`src/rtl/core/stable_sorted_priority_queue_macros.svh`:
```
// Assertion macros used by the queue datapath.
`ifndef STABLE_SORTED_PRIORITY_QUEUE_MACROS_SVH
`define STABLE_SORTED_PRIORITY_QUEUE_MACROS_SVH

// Consequent must hold in the same cycle as the antecedent.
`define SSPQ_ASSERT_NOW(name, clk, rst_n, ante, cons) \
  name: assert property (@(posedge clk) disable iff (!rst_n) (ante) |-> (cons)) \
    else $error("queue assertion failed");

// Consequent must hold in the cycle after the antecedent.
`define SSPQ_ASSERT_NEXT(name, clk, rst_n, ante, cons) \
  name: assert property (@(posedge clk) disable iff (!rst_n) (ante) |=> (cons)) \
    else $error("queue assertion failed");

`endif

```
`src/rtl/core/sspq_pkg.sv`:
```
package sspq_pkg;

  localparam int unsigned CAPACITY_DEF = 16;

  localparam logic CMD_INSERT = 1'b0;
  localparam logic CMD_REMOVE = 1'b1;

  typedef enum logic [1:0] {
    ST_INSERTED  = 2'd0,
    ST_REMOVED   = 2'd1,
    ST_UNDERFLOW = 2'd2,
    ST_OVERFLOW  = 2'd3
  } status_e;

  typedef struct packed {
    logic               command;
    logic signed [31:0] item_value;
    logic signed [15:0] item_priority;
  } in_word_t;

  typedef struct packed {
    status_e            status;
    logic signed [31:0] out_value;
    logic signed [15:0] out_priority;
    logic [4:0]         occupancy;
  } out_word_t;

  typedef enum logic [1:0] {
    OP_NONE,
    OP_INSERT,
    OP_REMOVE
  } dp_op_e;

  typedef enum logic {
    CS_IDLE,
    CS_EXEC
  } ctrl_state_e;

  // Commands from the controller to the datapath.
  typedef struct packed {
    logic    load_in;
    logic    load_out;
    dp_op_e  op;
    status_e code;
  } dp_cmd_t;

  // Status from the datapath back to the controller.
  typedef struct packed {
    logic remove_req;
    logic empty;
    logic full;
  } dp_stat_t;

endpackage

```
`src/rtl/core/sspq_ctrl.sv`:
```
module sspq_ctrl (
  input  logic               clk_i,
  input  logic               rst_ni,
  input  logic               in_valid_i,
  output logic               in_ready_o,
  output logic               out_valid_o,
  input  logic               out_ready_i,
  input  sspq_pkg::dp_stat_t stat_i,
  output sspq_pkg::dp_cmd_t  cmd_o
);
  import sspq_pkg::*;

  ctrl_state_e state_q, state_d;
  logic        out_valid_q, out_valid_d;

  always_ff @(posedge clk_i or negedge rst_ni) begin
    if (!rst_ni) begin
      state_q     <= CS_IDLE;
      out_valid_q <= 1'b0;
    end else begin
      state_q     <= state_d;
      out_valid_q <= out_valid_d;
    end
  end

  always_comb begin
    state_d          = state_q;
    out_valid_d      = out_valid_q;
    in_ready_o       = 1'b0;
    cmd_o.load_in    = 1'b0;
    cmd_o.load_out   = 1'b0;
    cmd_o.op         = OP_NONE;
    cmd_o.code       = ST_INSERTED;
    if (out_valid_q && out_ready_i) begin
      out_valid_d = 1'b0;
    end
    case (state_q)
      CS_IDLE: begin
        // A new word is taken only when the output register will be free.
        in_ready_o = !out_valid_q || out_ready_i;
        if (in_valid_i && in_ready_o) begin
          cmd_o.load_in = 1'b1;
          state_d       = CS_EXEC;
        end
      end
      CS_EXEC: begin
        cmd_o.load_out = 1'b1;
        out_valid_d    = 1'b1;
        state_d        = CS_IDLE;
        if (stat_i.remove_req) begin
          if (stat_i.empty) begin
            cmd_o.code = ST_UNDERFLOW;
          end else begin
            cmd_o.op   = OP_REMOVE;
            cmd_o.code = ST_REMOVED;
          end
        end else begin
          if (stat_i.full) begin
            cmd_o.code = ST_OVERFLOW;
          end else begin
            cmd_o.op   = OP_INSERT;
            cmd_o.code = ST_INSERTED;
          end
        end
      end
      default: begin
        state_d = CS_IDLE;
      end
    endcase
  end

  assign out_valid_o = out_valid_q;

endmodule

```
`src/rtl/core/sspq_dpath.sv`:
```
`include "stable_sorted_priority_queue_macros.svh"

module sspq_dpath #(
  parameter int unsigned CAPACITY = sspq_pkg::CAPACITY_DEF
) (
  input  logic                clk_i,
  input  logic                rst_ni,
  input  sspq_pkg::in_word_t  in_word_i,
  input  sspq_pkg::dp_cmd_t   cmd_i,
  output sspq_pkg::dp_stat_t  stat_o,
  output sspq_pkg::out_word_t out_word_o
);
  import sspq_pkg::*;

  localparam int unsigned CntW = (CAPACITY < 2) ? 1 : $clog2(CAPACITY + 1);

  in_word_t           in_q;
  out_word_t          out_q, out_d;
  logic [CntW-1:0]    count_q, count_d;
  logic signed [31:0] val_q [CAPACITY];
  logic signed [31:0] val_d [CAPACITY];
  logic signed [15:0] pri_q [CAPACITY];
  logic signed [15:0] pri_d [CAPACITY];
  logic [CAPACITY-1:0] gt;

  always_ff @(posedge clk_i) begin
    if (cmd_i.load_in) begin
      in_q <= in_word_i;
    end
    if (cmd_i.load_out) begin
      out_q <= out_d;
    end
  end

  always_ff @(posedge clk_i or negedge rst_ni) begin
    if (!rst_ni) begin
      count_q <= '0;
    end else begin
      count_q <= count_d;
    end
  end

  // Each cell compares its stored priority with the new one. The chain is
  // sorted, so the cells that are greater form one run at the back.
  for (genvar i = 0; i < CAPACITY; i++) begin : g_cell
    logic prev_gt;

    assign gt[i] = (CntW'(i) < count_q) && (pri_q[i] > in_q.item_priority);

    if (i == 0) begin : g_first
      assign prev_gt = 1'b0;
    end else begin : g_rest
      assign prev_gt = gt[i-1];
    end

    always_comb begin
      val_d[i] = val_q[i];
      pri_d[i] = pri_q[i];
      case (cmd_i.op)
        OP_INSERT: begin
          if (prev_gt) begin
            if (i > 0) begin
              val_d[i] = val_q[(i > 0) ? i - 1 : 0];
              pri_d[i] = pri_q[(i > 0) ? i - 1 : 0];
            end
          end else if (gt[i] || (CntW'(i) == count_q)) begin
            val_d[i] = in_q.item_value;
            pri_d[i] = in_q.item_priority;
          end
        end
        OP_REMOVE: begin
          if (i < CAPACITY - 1) begin
            val_d[i] = val_q[(i < CAPACITY - 1) ? i + 1 : i];
            pri_d[i] = pri_q[(i < CAPACITY - 1) ? i + 1 : i];
          end
        end
        default: begin
        end
      endcase
    end

    always_ff @(posedge clk_i) begin
      val_q[i] <= val_d[i];
      pri_q[i] <= pri_d[i];
    end
  end

  always_comb begin
    count_d = count_q;
    case (cmd_i.op)
      OP_INSERT: count_d = count_q + 1'b1;
      OP_REMOVE: count_d = count_q - 1'b1;
      default:   count_d = count_q;
    endcase
  end

  always_comb begin
    out_d.status       = cmd_i.code;
    out_d.out_value    = '0;
    out_d.out_priority = '0;
    out_d.occupancy    = 5'(count_d);
    if (cmd_i.op == OP_REMOVE) begin
      out_d.out_value    = val_q[0];
      out_d.out_priority = pri_q[0];
    end
  end

  assign stat_o.remove_req = (in_q.command == CMD_REMOVE);
  assign stat_o.empty      = (count_q == '0);
  assign stat_o.full       = (count_q == CntW'(CAPACITY));
  assign out_word_o        = out_q;

  `SSPQ_ASSERT_NOW(a_count_bound, clk_i, rst_ni, 1'b1, count_q <= CntW'(CAPACITY))
  `SSPQ_ASSERT_NEXT(a_insert_count, clk_i, rst_ni, cmd_i.op == OP_INSERT,
                    count_q == $past(count_q) + 1'b1)
  `SSPQ_ASSERT_NEXT(a_remove_count, clk_i, rst_ni, cmd_i.op == OP_REMOVE,
                    count_q == $past(count_q) - 1'b1)
  `SSPQ_ASSERT_NEXT(a_out_zero, clk_i, rst_ni, cmd_i.load_out && cmd_i.op != OP_REMOVE,
                    out_q.out_value == '0 && out_q.out_priority == '0)

endmodule

```
`src/rtl/core/stable_sorted_priority_queue.sv`:
```
// A word accepted in the idle state is executed in the execute state, which
// updates the cell chain and writes the result into the output register;
// the result leaves when the consumer takes it. No new word is taken in
// the execute state; in idle, only if the output register will be free.
// Reset (rst_ni low, asynchronous) empties the queue and drops any pending
// result; the stored cell contents are not cleared.
module stable_sorted_priority_queue #(
  parameter int unsigned CAPACITY = sspq_pkg::CAPACITY_DEF
) (
  input  logic                clk_i,
  input  logic                rst_ni,
  input  logic                in_valid_i,
  output logic                in_ready_o,
  input  sspq_pkg::in_word_t  in_word_i,
  output logic                out_valid_o,
  input  logic                out_ready_i,
  output sspq_pkg::out_word_t out_word_o
);
  import sspq_pkg::*;

  dp_cmd_t  cmd;
  dp_stat_t stat;

  sspq_ctrl u_ctrl (
    .clk_i       (clk_i),
    .rst_ni      (rst_ni),
    .in_valid_i  (in_valid_i),
    .in_ready_o  (in_ready_o),
    .out_valid_o (out_valid_o),
    .out_ready_i (out_ready_i),
    .stat_i      (stat),
    .cmd_o       (cmd)
  );

  sspq_dpath #(
    .CAPACITY (CAPACITY)
  ) u_dpath (
    .clk_i      (clk_i),
    .rst_ni     (rst_ni),
    .in_word_i  (in_word_i),
    .cmd_i      (cmd),
    .stat_o     (stat),
    .out_word_o (out_word_o)
  );

endmodule
```
`config.mk`:
```
export PLATFORM = sky130hd
export DESIGN_NAME = stable_sorted_priority_queue
export DESIGN_NICKNAME = d
export VERILOG_FILES = /design/src/rtl/core/sspq_pkg.sv /design/src/rtl/core/sspq_ctrl.sv /design/src/rtl/core/sspq_dpath.sv /design/src/rtl/core/stable_sorted_priority_queue.sv
export VERILOG_INCLUDE_DIRS = /design/src /design/src/rtl/core
export SDC_FILE = /design/constraint.sdc
export NUM_CORES = 2
export LEC_CHECK = 0
export ABC_AREA = 1
export BUFFER_PORTS_ARGS = -buffer_cell sky130_fd_sc_hd__buf_4
export CORE_UTILIZATION = 50
export CTS_BUF_LIST = sky130_fd_sc_hd__clkbuf_8
export CTS_CLUSTER_DIAMETER = 200
export DETAILED_ROUTE_END_ITERATION = 12
export PLACE_DENSITY = 0.66
export SLEW_MARGIN = 30
export SYNTH_ARGS = -nofsm -noshare
export SYNTH_HDL_FRONTEND = slang
export SYNTH_SLANG_ARGS = --single-unit
```
`constraint.sdc`:
```
create_clock -name clk_i -period 7.2 [get_ports clk_i]
set_input_delay 1.44 -clock clk_i [delete_from_list [all_inputs] [get_ports clk_i]]
set_output_delay 1.44 -clock clk_i [all_outputs]
set_load 0.02 [all_outputs]
```
---- After elaboration in Yosys (flattened, before gate mapping) ----
Memories as Yosys holds them, arrays and structs flattened.
Cells that the tools add are included.
storage, ports and cells
  flip-flop bits (word level) ............. 111
  RAM bits ................................ 768
  memories kept ........................... 2
memories
  memory         words  bits a word  read ports  clocked after Yosys merged registers in  write ports  line              text
  u_dpath.val_q  16     32           16          0                                        16           sspq_dpath.sv:20  logic signed [31:0] val_q [CAPACITY];
  u_dpath.pri_q  16     16           16          0                                        16           sspq_dpath.sv:22  logic signed [15:0] pri_q [CAPACITY];
cells by class
  $add $sub $neg .......................... 2
  $lt $le $gt $ge ......................... 32
  equal/unequal tests ..................... 18
  multiplexer cells ....................... 107
  bitwise logic cells ..................... 1
  reductions and logical operators ........ 38
operators by type and width
  cell                 count
  $mux 32              32
  $pmux 32 s2          15
  $mux 16              32
  $pmux 16 s2          15
  $gt 16x16->1         16
  $eq 4x5->1 const A   8
  $lt 4x5->1 const A   8
  $eq 3x5->1 const A   4
  $lt 3x5->1 const A   4
  $logic_and 1x1->1    18
  $logic_or 1x1->1     17
  $eq 2x5->1 const A   2
  $lt 1x5->1 const A   2
  $lt 2x5->1 const A   2
  $pmux 5 s2           1
  $mux 1               6
  $mux 2               3
  $add 5x1->5 const B  1
  $eq 1x5->1 const A   1
  $eq 5x5->1 const B   1
  $logic_not 5->1      1
  $mux 5               1
  $sub 5x1->5 const B  1
  $mux 4               1
  6 further kinds      6

---- Longest topological paths before layout ----
An unclocked memory read counts as a cell.
  depth in word-level cells ............... 7
  mapped depth ............................ 18
  depth with buffers taken out ............ 16

---- Hierarchy ----
A second synthesis with hierarchy kept.
second synthesis, totals
  cell total of the unflattened synthesis .. 6838
  area, all modules ....................... 53859.2 sq um
by module, submodules not included
  module      times used  cells each  area an instance (sq um)  sequential area each (sq um)
  sspq_dpath  1           6818        53722.8                   26310.2
  sspq_ctrl   1           20          136.4                     50.0

---- Worst setup path before layout ----
OpenSTA, ideal clock, no wires.
  kind .................................... flip-flop to flip-flop
  start ................................... reg u_ctrl.state_q (netlist name)
  end ..................................... mem u_dpath.pri_q[0][0], enable pin
  setup time .............................. 0.454 ns
  data arrival time ....................... 4.927 ns
  slack ................................... 1.819 ns
  stages on the path, launching flop included .. 9
  path buffers ............................ 3
  clock period less this slack ............ 5.381 ns
  cells stage by stage .................... dfrtp_1 > inv_1 > nor2_1 > ha_1 > clkbuf_1 > clkbuf_1 > clkbuf_1 > nor2_1 > nor2_1
RTL lines
  element    line
  to (decl)  sspq_dpath.sv:22

==> run metrics <==
Synth Warn # 0; crit path kind reg -> reg; TritonCTS Buffers 155; Slew Viols, Final 0; LEAKAGE 27.73 nW; Syn Std Cell Area 53640 sq um; GPL Wtd Cong 0.8932; CTS tree done; I/O Buffers 109; Hold Buf Count CTS 0; CP dominant cell by count nand2_1; DR iter-0 viols 4211; net count after synthesis 7125; core area 105900 sq um; GR Util All Layers 0.2527; largest net degree at the start of global routing 232; mux contribution to synthesized area 0; P&R area growth vs syn 8.194%; clock sink total 879; Worst Skew 0.03951 ns; crit-path max cell delay 0.57 ns; drt via density 5.275; FILL cells 9867; clk_lat worst skew 0.83 ns; simple-gate share of the synthesized area 0.3182; Max FO, Critical Path 49; via count 43390; CP arrival 5.54 ns; register bit count reported by yosys 879; Post-CTS Setup Bufs 0; FP Rows 119; maximum clock frequency 0.1964 GHz; # setup viols final 0; multi-input logic area 22220 sq um; CTS resizes 0; IO Pins 110; CP endpoint kind register; Slew @ Worst Pin 1.005 ns; placed cell count 7951; Starting Density 0.5067; type of origin of the critical path register; Buf/Inv on CP 6; Worst-path clk slew 0.06 ns; Hold Path Class in -> async; layout net count 7035; period utilisation layout 0.7071; crit-path leading delay family buffers and inverters; status finished clean; Yosys cell types 37; Worst path slowest cell nand2_1; largest family of logic cells by synthesized area simple AND/OR/NAND/NOR gates; die height 329.5 um; Die Wd 329.5 um; number of global-route vias before repair 41260; gr ovfl total 0; Peak supply drop 323.2 uV; # DRC 0; final WL 138700 um; Mapped Avg Cell Area 7.877 sq um; first-pass GRT wire length 223500 um; Placed Area 55220 sq um; fin cells 8226; DR WL/cell 16.86 um; ratio of cells with drive above 1 in the final layout 0.06308; power per cell area 381.3 nW/um^2; CP cell instances clkinv_1 > buf_4 > ha_1 > inv_1 > nor2_1 > nand3_1 > nor2_1 > nand2_1 > nand3_1 > nand2_1 > nand2_1 > buf_4 > nand2_1 > buf_4 > nand2_1 > nor2_1 > nor2_4 > buf_4; RSZ-0062 raised after global routing false; Tmin final 5.091 ns; HPWL after DPL 93630 um; die area 108600 sq um; Synth Instances 6810; H-tree depth 4; maximum capacitance violations 0; pre-CTS setup slack 2.166 ns; Hold Vio Cnt, Final 0; Worst slew margin 0.3298; Design Area, Final 58040 sq um; maximum root-to-sink buffer count 3; CTS root buffer clkbuf_8; post-synthesis adder-cell area fraction 0.06111; Seq/Total Area, Yosys 0.4914; Setup TNS 0 ns; setup ws final 2.109 ns; storage element area 26360 sq um; initial antenna violation count 1; Compound-Gate Fraction of Synth Area 0.02946; XOR/XNOR Fraction of Synth Area 0; drt pass-1 iters 6; post-route ant nets 0; Critical Path RT 7.65 ns
[synthesized netlist by cell type, drive strengths merged]
library cell | count | area share
o21ai | 95 | 0.0089
o311ai | 1 | 0.00016
clkinv | 18 | 0.0013
a21oi | 166 | 0.016
nor2 | 174 | 0.013
edfxtp | 872 | 0.49
dfrtp | 7 | 0.0033
ha | 262 | 0.061
o21bai | 2 | 0.00028
buf | 197 | 0.019
a22oi | 4 | 0.00075
o21a | 2 | 0.00028
o211ai | 1 | 0.00014
a21boi | 13 | 0.0019
nand2 | 2415 | 0.17
a21o | 1 | 0.00014
clkbuf | 247 | 0.017
a31oi | 6 | 0.00098
nand4 | 85 | 0.0099
inv | 890 | 0.062
nand3 | 1350 | 0.13
a211oi | 1 | 0.00014
nor3 | 1 | 0.000093
[worst reg2reg max path, delay by kind of cell (launching register included)]
kind          cells  cell delay [ns]
buf+inv           6             2.19
simple gates     11             1.89
fa+ha+maj         1             0.35
flops             1             0.32
[cell families after synthesis]
logic type      Yosys count
fa+ha+maj               262
simple gates           4025
compound gates          292
buf+inv                1352
flops                   879
[state kept, by name, indices dropped and copies added (netlist names)]
register	cells
u_ctrl.out_valid_o	1
u_dpath.stat_o	1
u_dpath.count_q	5
u_dpath.out_word_o	55
u_dpath.val_q	512
u_dpath.pri_q	256
u_dpath.in_q	48
u_ctrl.state_q	1
[per-layer routing]
| layer | up-vias | track usage | wire length (um) |
|---|---|---|---|
| met5 | - | 0 | 0 |
| met4 | 0 | 0.06924 | 2604 |
| met3 | 177 | 0.03812 | 9044 |
| met2 | 1498 | 0.3910 | 61270 |
| met1 | 19670 | 0.3682 | 65820 |
| li1 | 22050 | - | - |
[worst paths after layout]
| path | startpoint | cells past startpoint | end | slack (ns) |
|---|---|---|---|---|
| setup reg to reg | u_dpath.in_q[9]$_DFFE_PP_ | 18 | u_dpath.val_q[2][33]$_DFFE_PP_ | 2.11 |
| hold reg to reg | u_dpath.val_q[3][113]$_DFFE_PP_ | 2 | u_dpath.val_q[3][81]$_DFFE_PP_ | 0.52 |
| min in group clk_i | u_dpath.val_q[3][113]$_DFFE_PP_ | 2 | u_dpath.val_q[3][81]$_DFFE_PP_ | 0.52 |
| setup / recovery | u_dpath.in_q[9]$_DFFE_PP_ | 18 | u_dpath.val_q[2][33]$_DFFE_PP_ | 2.11 |
| hold / removal | rst_ni | 1 | u_ctrl.state_q$_DFF_PN0_ | 0.45 |
| max in group asynchronous | rst_ni | 1 | u_ctrl.state_q$_DFF_PN0_ | 6.58 |
[where the power goes]
| part | switching, mW | internal [mW] |
|---|---|---|
| Sequential | 0.804 | 7.82 |
| Clock | 2.11 | 2.07 |
| Combinational | 6.54 | 2.79 |
[cell usage in the layout, fill, tap and decap left out, types with 3 or more instances in the layout]
| cell type | instances |
|---|---|
| a21boi_0 | 11 |
| a21oi_1 | 159 |
| a21oi_4 | 6 |
| a22oi_2 | 3 |
| a31oi_1 | 3 |
| a31oi_4 | 3 |
| buf_12 | 5 |
| buf_4 | 190 |
| clkbuf_8 | 158 |
| clkinv_1 | 58 |
| clkinv_2 | 8 |
| clkinv_8 | 3 |
| clkinvlp_4 | 4 |
| dfrtp_1 | 6 |
| edfxtp_1 | 872 |
| ha_1 | 261 |
| inv_1 | 936 |
| inv_2 | 5 |
| inv_8 | 3 |
| nand2_1 | 2414 |
| nand3_1 | 1340 |
| nand3_2 | 5 |
| nand3_4 | 5 |
| nand4_1 | 85 |
| nor2_1 | 152 |
| nor2_2 | 4 |
| nor2_4 | 18 |
| o21ai_0 | 94 |
[layout make-up]
class                      count  area share
tap                         1391     0.02999
sequential                   879      0.4542
multi-input combinational   4579      0.3829
antenna                        2  0.00008623
inverter                     908     0.05896
timing repair buffer         197     0.02725
clock inverter               112    0.009098
clock buffer                 158     0.03747
[stage by stage]
step / hold slack [ns] / power, mW / utilization
floorplan: 0.4947 / 15.56 / -
global placement: 0.4983 / 17.65 / 0.5216
detailed placement: 0.5025 / 17.91 / 0.5216
CTS: 0.3793 / 22.13 / 0.5471
global route: 0.4090 / 23.82 / 0.5482
finish: 0.4535 / 22.13 / 0.5482
(Power assumes the default switching activity.)
